==> config.mk <==
export PLATFORM = sky130hd
export DESIGN_NAME = color_blob_centroid_tracker
export DESIGN_NICKNAME = d
export VERILOG_FILES = /design/src/rtl/core/cbct_pkg.sv /design/src/rtl/core/color_blob_centroid_tracker.sv /design/src/rtl/core/cbct_regs.sv /design/src/rtl/core/cbct_dp.sv /design/src/rtl/core/cbct_ctrl.sv
export SDC_FILE = /design/constraint.sdc
export NUM_CORES = 1
export LEC_CHECK = 0
export BUFFER_PORTS_ARGS = -buffer_cell sky130_fd_sc_hd__buf_4
export CAP_MARGIN = 30
export CORE_MARGIN = 1
export CORE_UTILIZATION = 50
export DETAILED_ROUTE_END_ITERATION = 10
export GPL_ROUTABILITY_DRIVEN = 0
export PLACE_DENSITY = 0.65
export SETUP_SLACK_MARGIN = 0.1
export SLEW_MARGIN = 10
export SYNTH_ARGS = -nofsm -noshare
export SYNTH_HDL_FRONTEND = slang
export SYNTH_SLANG_ARGS = --single-unit
export TNS_END_PERCENT = 10
==> constraint.sdc <==
create_clock -name clk -period 5.9 [get_ports clk]
set_clock_uncertainty 0.05 [all_clocks]
set_input_delay 1.77 -clock clk [delete_from_list [all_inputs] [get_ports clk]]
set_output_delay 1.77 -clock clk [all_outputs]
set_load 0.005 [all_outputs]
==> src/rtl/core/cbct_pkg.sv <==
// Package for the color blob centroid tracker: field widths, payload structs,
// register map codes and controller/datapath command types. No dependencies.
`default_nettype none
package cbct_pkg;

	localparam int MAX_WIDTH  = 1024;
	localparam int MAX_HEIGHT = 1024;
	localparam int AREA       = MAX_WIDTH * MAX_HEIGHT;
	localparam int HARD_CAP   = 1048576;
	localparam int COUNT_CAP  = (AREA < HARD_CAP) ? AREA : HARD_CAP;

	localparam int CH_W    = 8;
	localparam int BOUND_W = 9;
	localparam int COORD_W = 10;
	localparam int CNT_W   = 21;
	localparam int SUM_W   = 30;
	localparam int ADDR_W  = 5;
	localparam int DATA_W  = 32;
	localparam int IDX_W   = 3;

	// The divider produces one quotient bit per step.
	localparam int DIV_STEPS = COORD_W;
	localparam int STEP_W    = $clog2(DIV_STEPS);

	localparam logic [IDX_W-1:0] REG_HUE_LOW  = 3'd0;
	localparam logic [IDX_W-1:0] REG_HUE_HIGH = 3'd1;
	localparam logic [IDX_W-1:0] REG_SAT_LOW  = 3'd2;
	localparam logic [IDX_W-1:0] REG_SAT_HIGH = 3'd3;
	localparam logic [IDX_W-1:0] REG_VAL_LOW  = 3'd4;
	localparam logic [IDX_W-1:0] REG_VAL_HIGH = 3'd5;
	localparam logic [IDX_W-1:0] REG_MIN_AREA = 3'd6;

	localparam logic [CH_W-1:0]    RST_HUE_LOW  = 8'd170;
	localparam logic [BOUND_W-1:0] RST_HUE_HIGH = 9'd180;
	localparam logic [CH_W-1:0]    RST_SAT_LOW  = 8'd160;
	localparam logic [BOUND_W-1:0] RST_SAT_HIGH = 9'd256;
	localparam logic [CH_W-1:0]    RST_VAL_LOW  = 8'd60;
	localparam logic [BOUND_W-1:0] RST_VAL_HIGH = 9'd256;
	localparam logic [CNT_W-1:0]   RST_MIN_AREA = 21'd1000;

	typedef struct packed {
		logic [CH_W-1:0]    hue_low;
		logic [BOUND_W-1:0] hue_high;
		logic [CH_W-1:0]    sat_low;
		logic [BOUND_W-1:0] sat_high;
		logic [CH_W-1:0]    val_low;
		logic [BOUND_W-1:0] val_high;
		logic [CNT_W-1:0]   min_area;
	} cfg_t;

	typedef struct packed {
		logic [CH_W-1:0]    hue;
		logic [CH_W-1:0]    saturation;
		logic [CH_W-1:0]    brightness;
		logic [COORD_W-1:0] col;
		logic [COORD_W-1:0] row;
		logic               frame_end;
	} pix_t;

	typedef struct packed {
		logic               found;
		logic [COORD_W-1:0] center_x;
		logic [COORD_W-1:0] center_y;
		logic               prior_valid;
		logic [COORD_W-1:0] prior_x;
		logic [COORD_W-1:0] prior_y;
	} res_t;

	typedef struct packed {
		logic accept;    // a pixel transfer completes
		logic close;     // that pixel ends the frame
		logic div_step;  // one divider iteration
		logic emit;      // load the result register
		logic found;     // the result reports an object
	} cmd_t;

	typedef struct packed {
		logic above;     // frame count exceeds min_area
	} sts_t;

endpackage
`default_nettype wire

==> src/rtl/core/color_blob_centroid_tracker.sv <==
// Color blob centroid tracker, top level: register file, controller, datapath.
// Throughput: one pixel transfer per cycle inside a frame. After the pixel that
// ends the frame, the input stalls through the check state, ten divider steps
// and the load when an object is found, the check and the load otherwise,
// longer while a result is held. The result shows in the cycle after the load.
// Reset clears the sums, count, prior centroid and controls; registers reload.
`default_nettype none
module color_blob_centroid_tracker (
	input  wire logic                       clk,
	input  wire logic                       arst_n,
	input  wire logic                       pix_valid,
	output logic                            pix_stall,
	input  wire cbct_pkg::pix_t             pix,
	output logic                            res_valid,
	input  wire logic                       res_stall,
	output cbct_pkg::res_t                  res,
	input  wire logic                       psel,
	input  wire logic                       penable,
	input  wire logic                       pwrite,
	input  wire logic [cbct_pkg::ADDR_W-1:0] paddr,
	input  wire logic [cbct_pkg::DATA_W-1:0] pwdata,
	output logic [cbct_pkg::DATA_W-1:0]      prdata,
	output logic                            pready
);
	import cbct_pkg::*;

	cfg_t cfg;
	cmd_t cmd;
	sts_t sts;

	// Window bounds and the minimum area, written over the APB-style port.
	cbct_regs u_regs (
		.clk     (clk),
		.arst_n  (arst_n),
		.psel    (psel),
		.penable (penable),
		.pwrite  (pwrite),
		.paddr   (paddr),
		.pwdata  (pwdata),
		.prdata  (prdata),
		.pready  (pready),
		.cfg     (cfg)
	);

	// The controller accepts pixels while running and sequences the
	// end-of-frame check, the divider and the result load.
	cbct_ctrl u_ctrl (
		.clk       (clk),
		.arst_n    (arst_n),
		.pix_valid (pix_valid),
		.frame_end (pix.frame_end),
		.pix_stall (pix_stall),
		.res_valid (res_valid),
		.res_stall (res_stall),
		.sts       (sts),
		.cmd       (cmd)
	);

	// The datapath accumulates the moments, divides them one quotient bit per
	// cycle for both axes at once, and holds the prior centroid.
	cbct_dp u_dp (
		.clk    (clk),
		.arst_n (arst_n),
		.cfg    (cfg),
		.pix    (pix),
		.cmd    (cmd),
		.sts    (sts),
		.res    (res)
	);

`ifndef SYNTH
	// After the last pixel of a frame the input must stall while the result
	// is worked out.
	a_stall_after_close: assert property (@(posedge clk) disable iff (!arst_n)
		cmd.close |=> pix_stall)
		else $error("pixel input not stalled after frame end");

	// A frame without an object reports all-zero fields.
	a_not_found_zero: assert property (@(posedge clk) disable iff (!arst_n)
		res_valid && !res.found |-> res.center_x == '0 && res.center_y == '0 &&
		!res.prior_valid && res.prior_x == '0 && res.prior_y == '0)
		else $error("not-found result carries nonzero fields");

	// A new result transfer only starts after a load of the result register.
	a_valid_from_load: assert property (@(posedge clk) disable iff (!arst_n)
		$rose(res_valid) |-> $past(cmd.emit))
		else $error("result valid raised without a load");
`endif

endmodule
`default_nettype wire

==> src/rtl/core/cbct_regs.sv <==
// Configuration register file behind the APB-style port.
// Depends on cbct_pkg for the register map and the cfg_t struct.
`default_nettype none
module cbct_regs (
	input  wire logic                       clk,
	input  wire logic                       arst_n,
	input  wire logic                       psel,
	input  wire logic                       penable,
	input  wire logic                       pwrite,
	input  wire logic [cbct_pkg::ADDR_W-1:0] paddr,
	input  wire logic [cbct_pkg::DATA_W-1:0] pwdata,
	output logic [cbct_pkg::DATA_W-1:0]      prdata,
	output logic                            pready,
	output cbct_pkg::cfg_t                  cfg
);
	import cbct_pkg::*;

	cfg_t             cfg_q;
	logic [IDX_W-1:0] idx;
	logic             wr_en;

	assign idx    = paddr[ADDR_W-1:2];
	assign wr_en  = psel && penable && pwrite;
	assign pready = 1'b1;
	assign cfg    = cfg_q;

	always_ff @(posedge clk or negedge arst_n) begin
		if (!arst_n) begin
			cfg_q.hue_low  <= RST_HUE_LOW;
			cfg_q.hue_high <= RST_HUE_HIGH;
			cfg_q.sat_low  <= RST_SAT_LOW;
			cfg_q.sat_high <= RST_SAT_HIGH;
			cfg_q.val_low  <= RST_VAL_LOW;
			cfg_q.val_high <= RST_VAL_HIGH;
			cfg_q.min_area <= RST_MIN_AREA;
		end else if (wr_en) begin
			unique case (idx)
				REG_HUE_LOW:  cfg_q.hue_low  <= pwdata[CH_W-1:0];
				REG_HUE_HIGH: cfg_q.hue_high <= pwdata[BOUND_W-1:0];
				REG_SAT_LOW:  cfg_q.sat_low  <= pwdata[CH_W-1:0];
				REG_SAT_HIGH: cfg_q.sat_high <= pwdata[BOUND_W-1:0];
				REG_VAL_LOW:  cfg_q.val_low  <= pwdata[CH_W-1:0];
				REG_VAL_HIGH: cfg_q.val_high <= pwdata[BOUND_W-1:0];
				REG_MIN_AREA: cfg_q.min_area <= pwdata[CNT_W-1:0];
				default: ;
			endcase
		end
	end

	always_comb begin
		prdata = '0;
		unique case (idx)
			REG_HUE_LOW:  prdata = DATA_W'(cfg_q.hue_low);
			REG_HUE_HIGH: prdata = DATA_W'(cfg_q.hue_high);
			REG_SAT_LOW:  prdata = DATA_W'(cfg_q.sat_low);
			REG_SAT_HIGH: prdata = DATA_W'(cfg_q.sat_high);
			REG_VAL_LOW:  prdata = DATA_W'(cfg_q.val_low);
			REG_VAL_HIGH: prdata = DATA_W'(cfg_q.val_high);
			REG_MIN_AREA: prdata = DATA_W'(cfg_q.min_area);
			default:      prdata = '0;
		endcase
	end

endmodule
`default_nettype wire

==> src/rtl/core/cbct_dp.sv <==
// Datapath: window test, frame accumulators, shift-subtract divider,
// stored prior centroid and the result register. Depends on cbct_pkg.
`default_nettype none
module cbct_dp (
	input  wire logic           clk,
	input  wire logic           arst_n,
	input  wire cbct_pkg::cfg_t cfg,
	input  wire cbct_pkg::pix_t pix,
	input  wire cbct_pkg::cmd_t cmd,
	output cbct_pkg::sts_t      sts,
	output cbct_pkg::res_t      res
);
	import cbct_pkg::*;

	logic [CNT_W-1:0]   count_q;
	logic [SUM_W-1:0]   sumx_q;
	logic [SUM_W-1:0]   sumy_q;
	logic [CNT_W-1:0]   dcount_q;
	logic [SUM_W-1:0]   divisor_q;
	logic [SUM_W-1:0]   remx_q;
	logic [SUM_W-1:0]   remy_q;
	logic [COORD_W-1:0] quox_q;
	logic [COORD_W-1:0] quoy_q;
	logic [COORD_W-1:0] last_x_q;
	logic [COORD_W-1:0] last_y_q;
	logic               last_valid_q;
	res_t               res_q;

	logic               in_window;
	logic               add;
	logic [CNT_W-1:0]   count_nx;
	logic [SUM_W-1:0]   sumx_nx;
	logic [SUM_W-1:0]   sumy_nx;
	logic               ge_x;
	logic               ge_y;

	// Low bounds are inclusive, high bounds exclusive.
	assign in_window = ({1'b0, pix.hue} >= {1'b0, cfg.hue_low}) &&
	                   ({1'b0, pix.hue} < cfg.hue_high) &&
	                   ({1'b0, pix.saturation} >= {1'b0, cfg.sat_low}) &&
	                   ({1'b0, pix.saturation} < cfg.sat_high) &&
	                   ({1'b0, pix.brightness} >= {1'b0, cfg.val_low}) &&
	                   ({1'b0, pix.brightness} < cfg.val_high) &&
	                   (32'(pix.col) < 32'(MAX_WIDTH)) &&
	                   (32'(pix.row) < 32'(MAX_HEIGHT));

	assign add      = cmd.accept && in_window && (count_q < CNT_W'(COUNT_CAP));
	assign count_nx = add ? count_q + CNT_W'(1) : count_q;
	assign sumx_nx  = add ? sumx_q + SUM_W'(pix.col) : sumx_q;
	assign sumy_nx  = add ? sumy_q + SUM_W'(pix.row) : sumy_q;

	assign ge_x = remx_q >= divisor_q;
	assign ge_y = remy_q >= divisor_q;

	assign sts.above = dcount_q > cfg.min_area;
	assign res       = res_q;

	always_ff @(posedge clk or negedge arst_n) begin
		if (!arst_n) begin
			count_q      <= '0;
			sumx_q       <= '0;
			sumy_q       <= '0;
			last_x_q     <= '0;
			last_y_q     <= '0;
			last_valid_q <= 1'b0;
		end else begin
			if (cmd.close) begin
				count_q <= '0;
				sumx_q  <= '0;
				sumy_q  <= '0;
			end else if (cmd.accept) begin
				count_q <= count_nx;
				sumx_q  <= sumx_nx;
				sumy_q  <= sumy_nx;
			end
			if (cmd.emit && cmd.found) begin
				last_x_q     <= quox_q;
				last_y_q     <= quoy_q;
				last_valid_q <= 1'b1;
			end
		end
	end

	// The divisor starts aligned to the top quotient bit and moves right one
	// place per step; both coordinates share it.
	always_ff @(posedge clk) begin
		if (cmd.close) begin
			dcount_q  <= count_nx;
			divisor_q <= {count_nx, (SUM_W-CNT_W)'(0)};
			remx_q    <= sumx_nx;
			remy_q    <= sumy_nx;
		end else if (cmd.div_step) begin
			divisor_q <= divisor_q >> 1;
			if (ge_x) begin
				remx_q <= remx_q - divisor_q;
			end
			if (ge_y) begin
				remy_q <= remy_q - divisor_q;
			end
			quox_q <= {quox_q[COORD_W-2:0], ge_x};
			quoy_q <= {quoy_q[COORD_W-2:0], ge_y};
		end
		if (cmd.emit) begin
			if (cmd.found) begin
				res_q.found       <= 1'b1;
				res_q.center_x    <= quox_q;
				res_q.center_y    <= quoy_q;
				res_q.prior_valid <= last_valid_q;
				res_q.prior_x     <= last_x_q;
				res_q.prior_y     <= last_y_q;
			end else begin
				res_q <= '0;
			end
		end
	end

endmodule
`default_nettype wire

==> src/rtl/core/cbct_ctrl.sv <==
// Controller: pixel handshake, end-of-frame sequencing, divider step count
// and the result valid flag. Depends on cbct_pkg for cmd_t and sts_t.
`default_nettype none
module cbct_ctrl (
	input  wire logic           clk,
	input  wire logic           arst_n,
	input  wire logic           pix_valid,
	input  wire logic           frame_end,
	output logic                pix_stall,
	output logic                res_valid,
	input  wire logic           res_stall,
	input  wire cbct_pkg::sts_t sts,
	output cbct_pkg::cmd_t      cmd
);
	import cbct_pkg::*;

	localparam logic [1:0] S_RUN   = 2'd0;
	localparam logic [1:0] S_CHECK = 2'd1;
	localparam logic [1:0] S_DIV   = 2'd2;
	localparam logic [1:0] S_EMIT  = 2'd3;

	logic [1:0]        state_q;
	logic [STEP_W-1:0] step_q;
	logic              found_q;
	logic              res_valid_q;
	logic              out_free;

	assign pix_stall    = state_q != S_RUN;
	assign res_valid    = res_valid_q;
	assign out_free     = !res_valid_q || !res_stall;

	assign cmd.accept   = pix_valid && !pix_stall;
	assign cmd.close    = cmd.accept && frame_end;
	assign cmd.div_step = state_q == S_DIV;
	assign cmd.emit     = (state_q == S_EMIT) && out_free;
	assign cmd.found    = found_q;

	always_ff @(posedge clk or negedge arst_n) begin
		if (!arst_n) begin
			state_q     <= S_RUN;
			step_q      <= '0;
			found_q     <= 1'b0;
			res_valid_q <= 1'b0;
		end else begin
			if (cmd.emit) begin
				res_valid_q <= 1'b1;
			end else if (!res_stall) begin
				res_valid_q <= 1'b0;
			end
			unique case (state_q)
				S_RUN: begin
					if (cmd.close) begin
						state_q <= S_CHECK;
					end
				end
				S_CHECK: begin
					found_q <= sts.above;
					step_q  <= STEP_W'(DIV_STEPS - 1);
					state_q <= sts.above ? S_DIV : S_EMIT;
				end
				S_DIV: begin
					if (step_q == '0) begin
						state_q <= S_EMIT;
					end else begin
						step_q <= step_q - STEP_W'(1);
					end
				end
				S_EMIT: begin
					if (out_free) begin
						state_q <= S_RUN;
					end
				end
				default: state_q <= S_RUN;
			endcase
		end
	end

endmodule
`default_nettype wire
# Word-level counts from Yosys, hierarchy flattened
# Index checks and enable logic that the tools add are counted.
# totals
out_inout_bits	77
register_bits	355
# op_classes
add_sub_neg	6
n_bitwise	1
n_lt_le_gt_ge	10
n_reduce_logical	38
mux	28
n_eq_ne	14
# op_table
op	count
$mux W30	14
$pmux W21 S7	1
$mux W21	3
$add A30 B10 Y30	2
$ge A30 B30 Y1	2
$sub A30 B30 Y30	2
$mux W42	1
$lt A8 B9 Y1	3
$ge A8 B8 Y1	3
$reduce_and A2 Y1	11
$add A21 B1 Y21 const B	1
$gt A21 B21 Y1	1
$lt A21 B21 Y1 const B	1
$logic_and A1 B1 Y1	13
$reduce_bool A2 Y1	6
$eq A3 B3 Y1 const B	3
$pmux W2 S4	1
$pmux W4 S2	1
$eq A3 B2 Y1 const B	2
$mux W2	3
$ne A2 B1 Y1 const B	3
$eq A2 B2 Y1 const B	2
$logic_not A4 Y1	1
$mux W4	1
other kinds (11)	16

# Logic depth before layout (Yosys ltp)
# logic_depth
ltp_word	11
mapped_depth	13
mapped_depth_nobuf	11

# Hierarchy
# From an unflattened synthesis, not the netlist that was laid out.
# hier_totals
hier_cells	1847
area_unflattened_um2	20305.7
# by_module_without_submodules
module	area_each_um2	n_inst	cells_per_inst
cbct_dp	16224.3	1	1537
cbct_regs	3522.1	1	261
cbct_ctrl	559.3	1	49

# Least setup slack after synthesis
# No wires, ideal clock.
# synth_timing
kind	input-to-reg
startpoint	in pix_valid
endpoint	reg u_dp.remx_q[0], enable pin
t_required_ns	5.415
stages	7
t_arrival_ns	4.607
setup_slack_ns	0.807
setup_time_ns	0.435
path_cell_list	and2_1 -> clkbuf_1 -> nand2_1 -> clkbuf_1 -> nand2b_1 -> o31ai_1 -> a31oi_1
# synth_between
elab_chain_cells	4
# synth_rtl
element	line_no	text
start, declared	color_blob_centroid_tracker.sv:11	input wire logic pix_valid,
$logic_and A1 B1 Y1 (*)	cbct_ctrl.sv:32	assign cmd.accept = pix_valid && !pix_stall;
$logic_and A1 B1 Y1 (*)	cbct_ctrl.sv:33	assign cmd.close = cmd.accept && frame_end;
$reduce_bool A2 Y1 (no source line)	-	
$reduce_and A2 Y1 (no source line) (*)	-	
end signal, assigned	cbct_dp.sv:90	remx_q <= sumx_nx;
end signal, assigned	cbct_dp.sv:95	remx_q <= remx_q - divisor_q;
end, declared	cbct_dp.sv:20	logic [SUM_W-1:0] remx_q;
# Every way passes the cells marked *; elsewhere a longest branch is shown, timed or not.
# A chain may end at the register's enable or synchronous reset.

# Final worst setup path
# layout_timing
startpoint	in paddr[3] (netlist name)
endpoint	out prdata[15] (netlist name)
# layout_between
elab_chain_cells	2
# layout_rtl
element	line_no	text
start, declared	color_blob_centroid_tracker.sv:20	input wire logic [cbct_pkg::ADDR_W-1:0] paddr,
$eq A3 B3 Y1 (tied with other cells)	cbct_regs.sv:52	unique case (idx)
$pmux W21 S7 (*)	cbct_regs.sv:52	
end, declared	color_blob_centroid_tracker.sv:22	output logic [cbct_pkg::DATA_W-1:0] prdata,
# Marked as above.

==> impl_metrics.csv <==
group,metric,value,unit
sta,worstMarginPinSlew,0.895,ns
sta,slew_headroom,0.403,
clocking,clk_pin_slew,0.06,ns
global_route,grt_start_max_net_pins,79,
sta,hold_violations,0,
clocking,cts_max_level,2,
clocking,cts_hold_buffers,0,
sta,min_period,5.03,ns
global_route,grt.overflow.total,0,
global_route,antenna_found_initial,0,
routing,vias,16318,
placement,port_buffers,140,
pwr,p_leak,10.6,nW
routing,drc,0,
pwr,ir_drop,216,µV
yosys,yosys_warnings,0,
flow_run,cap_violations,0,
yosys,avgSynthCellArea,9.83,µm²
global_route,first_global_vias,16103,
worst_setup_path,cpMostUsedCell,"buf_4",
yosys,synth-edff-count,164,
clocking,cts_tree,"yes",
worst_setup_path,startpoint_type,"primary input",
yosys,synth_commonest_cells,"221 x nand2_1, 197 x o21ai_0, 164 x edfxtp_1",
sta,rsz0062_at_grt,"false",
die,dieArea,0.0435,mm²
worst_setup_path,crit_fanout,28,
hold_path,hold_class,"reg -> reg",
routing,drt_iter0_markers,1214,
worst_setup_path,cpLargestDelayFamily,"simple AND/OR/NAND/NOR gates",
outcome,status,"finished, final reports clean",
placement,dp_hpwl,36.4,mm
worst_setup_path,path_class,"in -> out",
die,ios,166,
yosys,async_flop_share,0.513,
worst_setup_path,critPathMaxStageDelay,0.42,ns
global_route,grtUsageTotal,0.236,
finish,drive_gt1_frac,0.140,
clocking,post_cts_resize_count,0,
pwr,power.density,494,mW/mm²
placement,placed_cells,2786,
worst_setup_path,cp_cell_sequence,"buf_4 -> nor2b_1 -> nand2_1 -> nor2_1 -> buf_4",
die,die_x,209,µm
clocking,cts_setup_buffers,0,
yosys,yosysTopAreaCellShare,0.231,
routing,ant_nets,0,
worst_setup_path,crit_path_top_delay_cell,"nor2b_1",
finish,diodes,0,
clocking,cts.sink_count,355,
sta,max_freq,0.199,GHz
yosys,ys_types,86,
finish,fin_cells,2861,
routing,drt-vias-per-instance,5.70,
sta,setup_viol_count_final,0,
sta,finalMaxSlewViolations,0,
clocking,ctsRootBufferMaster,"clkbuf_16",
yosys,synth_ff_type,"edfxtp_1",
yosys,synthTopCellsByArea,"edfxtp_1 23%, dfrtp_1 19%, ha_1 9.0%",
worst_setup_path,end_kind,"output port",
yosys,ys_seq_area_frac,0.454,
routing,drt_wl_total,51.1,mm
clocking,cts_max_path_buffers,3,
yosys,yosys.area.top_type,"edfxtp_1",
routing,routedWlPerCell,17.8,µm
worst_setup_path,critPathArrivalTime,3.21,ns
clocking,clk_latency,0.58,ns
pwr,total_power,12.0,mW
finish,fin_nets,2538,
yosys,syn_inst,2172,
global_route,grt_pass1_wl,82.8,mm
die,num_rows,75,
sta,finalCritPeriodShare,0.852,
yosys,syn-cell-area,0.0214,mm²
worst_setup_path,cp_num_buf_inv,2,
die,initial_core_util,0.508,
routing,dr.pass1.iters,6,
die,die_y,209,µm
finish,syn_to_final_growth,13.8,%
die,coreArea,0.0420,mm²
clocking,cts_made_buffers,41,
finish,final_util,0.578,
sta,tns,0,ns
worst_setup_path,cp_data_required_time,4.08,ns
yosys,synth_most_common_cell,"nand2_1",
yosys,synth_seq_cells,355,
-- final timing paths --
check	from	to	slack (ns)	depth (start not counted)
worst max-delay path	paddr[3]	prdata[15]	0.87	5
worst min-delay path	u_dp.last_valid_q	u_dp.last_valid_q	0.41	1
worst max register to register	u_dp.remy_q[0]	u_dp.remy_q[1]	1.79	12
worst min register to register	u_dp.last_valid_q	u_dp.last_valid_q	0.41	1
max in group asynchronous	arst_n	u_dp.sumx_q[14]	3.69	2
min in group asynchronous	arst_n	u_regs.cfg[66]	1.19	1
-- sequential cells by signal, summed over array words and instances, names as in the netlist, 21 cells and up --
signal	cells
u_dp.divisor_q	30
u_dp.sumy_q	30
u_dp.dcount_q	21
u_dp.remy_q	30
u_regs.cfg	72
u_dp.sumx_q	30
u_dp.count_q	21
u_dp.remx_q	30
u_dp.res	42
-- logic make-up (layout without fill, tap and decap cells) --
family,after synthesis,count (layout),share of synthesized area
and+or+nand+nor,684,684,0.160
muxes,99,99,0.0503
DFF,355,355,0.454
AOI/OAI and AO/OA,528,528,0.153
buffers and inverters,240,380,0.0456
other,2,12,0.000352
adders and majority gates,158,158,0.0940
xor gates and xnor gates,106,106,0.0435
-- stage by stage --
step	hold WS (ns)	cell area, µm²	worst slack [ns]
finish	0.409	24300	0.874
floorplan	0.376	21400	0.807
global route	0.439	24300	0.591
CTS	0.414	24300	0.856
global placement	0.396	22900	0.913
detailed placement	0.399	22900	0.858
-- metal layers --
layer / vias to the layer above / share of wire / GRT usage
met1: 7832 / 0.46 / 0.318
met4: 0 / 0.025 / 0.0725
met2: 375 / 0.47 / 0.394
met3: 76 / 0.040 / 0.0344
met5: - / 0 / 0
li1: 8035 / - / -
-- cell type report --
class,instances,area [µm²]
fillers,3564,17700
multi-input cells,1587,10800
flip-flops and latches,355,9690
inverters,136,512
clock inverters,18,225
repair buffers,170,1340
well taps,539,674
clock buffers,56,1110
-- report_power, final --
part,internal (mW),leakage (nW),switching [mW],total (mW)
combinational,2.30,6.21,3.11,5.41
sequential,3.67,3.77,0.371,4.04
clock,1.54,0.651,1.02,2.56
total,7.51,10.6,4.50,12.0
-- cell usage in the layout, fill, tap and decap left out, types with 22 or more instances in the layout --
cell         n
o21ai_0    197
nor3_1      46
a21oi_1    108
nand3_1     49
nand2b_1    25
dfstp_2     22
a21o_1      53
nor2_1     133
dfrtp_1    160
ha_1       153
clkbuf_16   41
xor2_1      30
edfxtp_1   164
and2_1      52
nand2_1    219
and3_1      41
mux2_2      37
buf_4      165
nand4_1     22
mux2i_1     59
xnor2_1     76
inv_1      134
(Power assumes the default switching activity.)
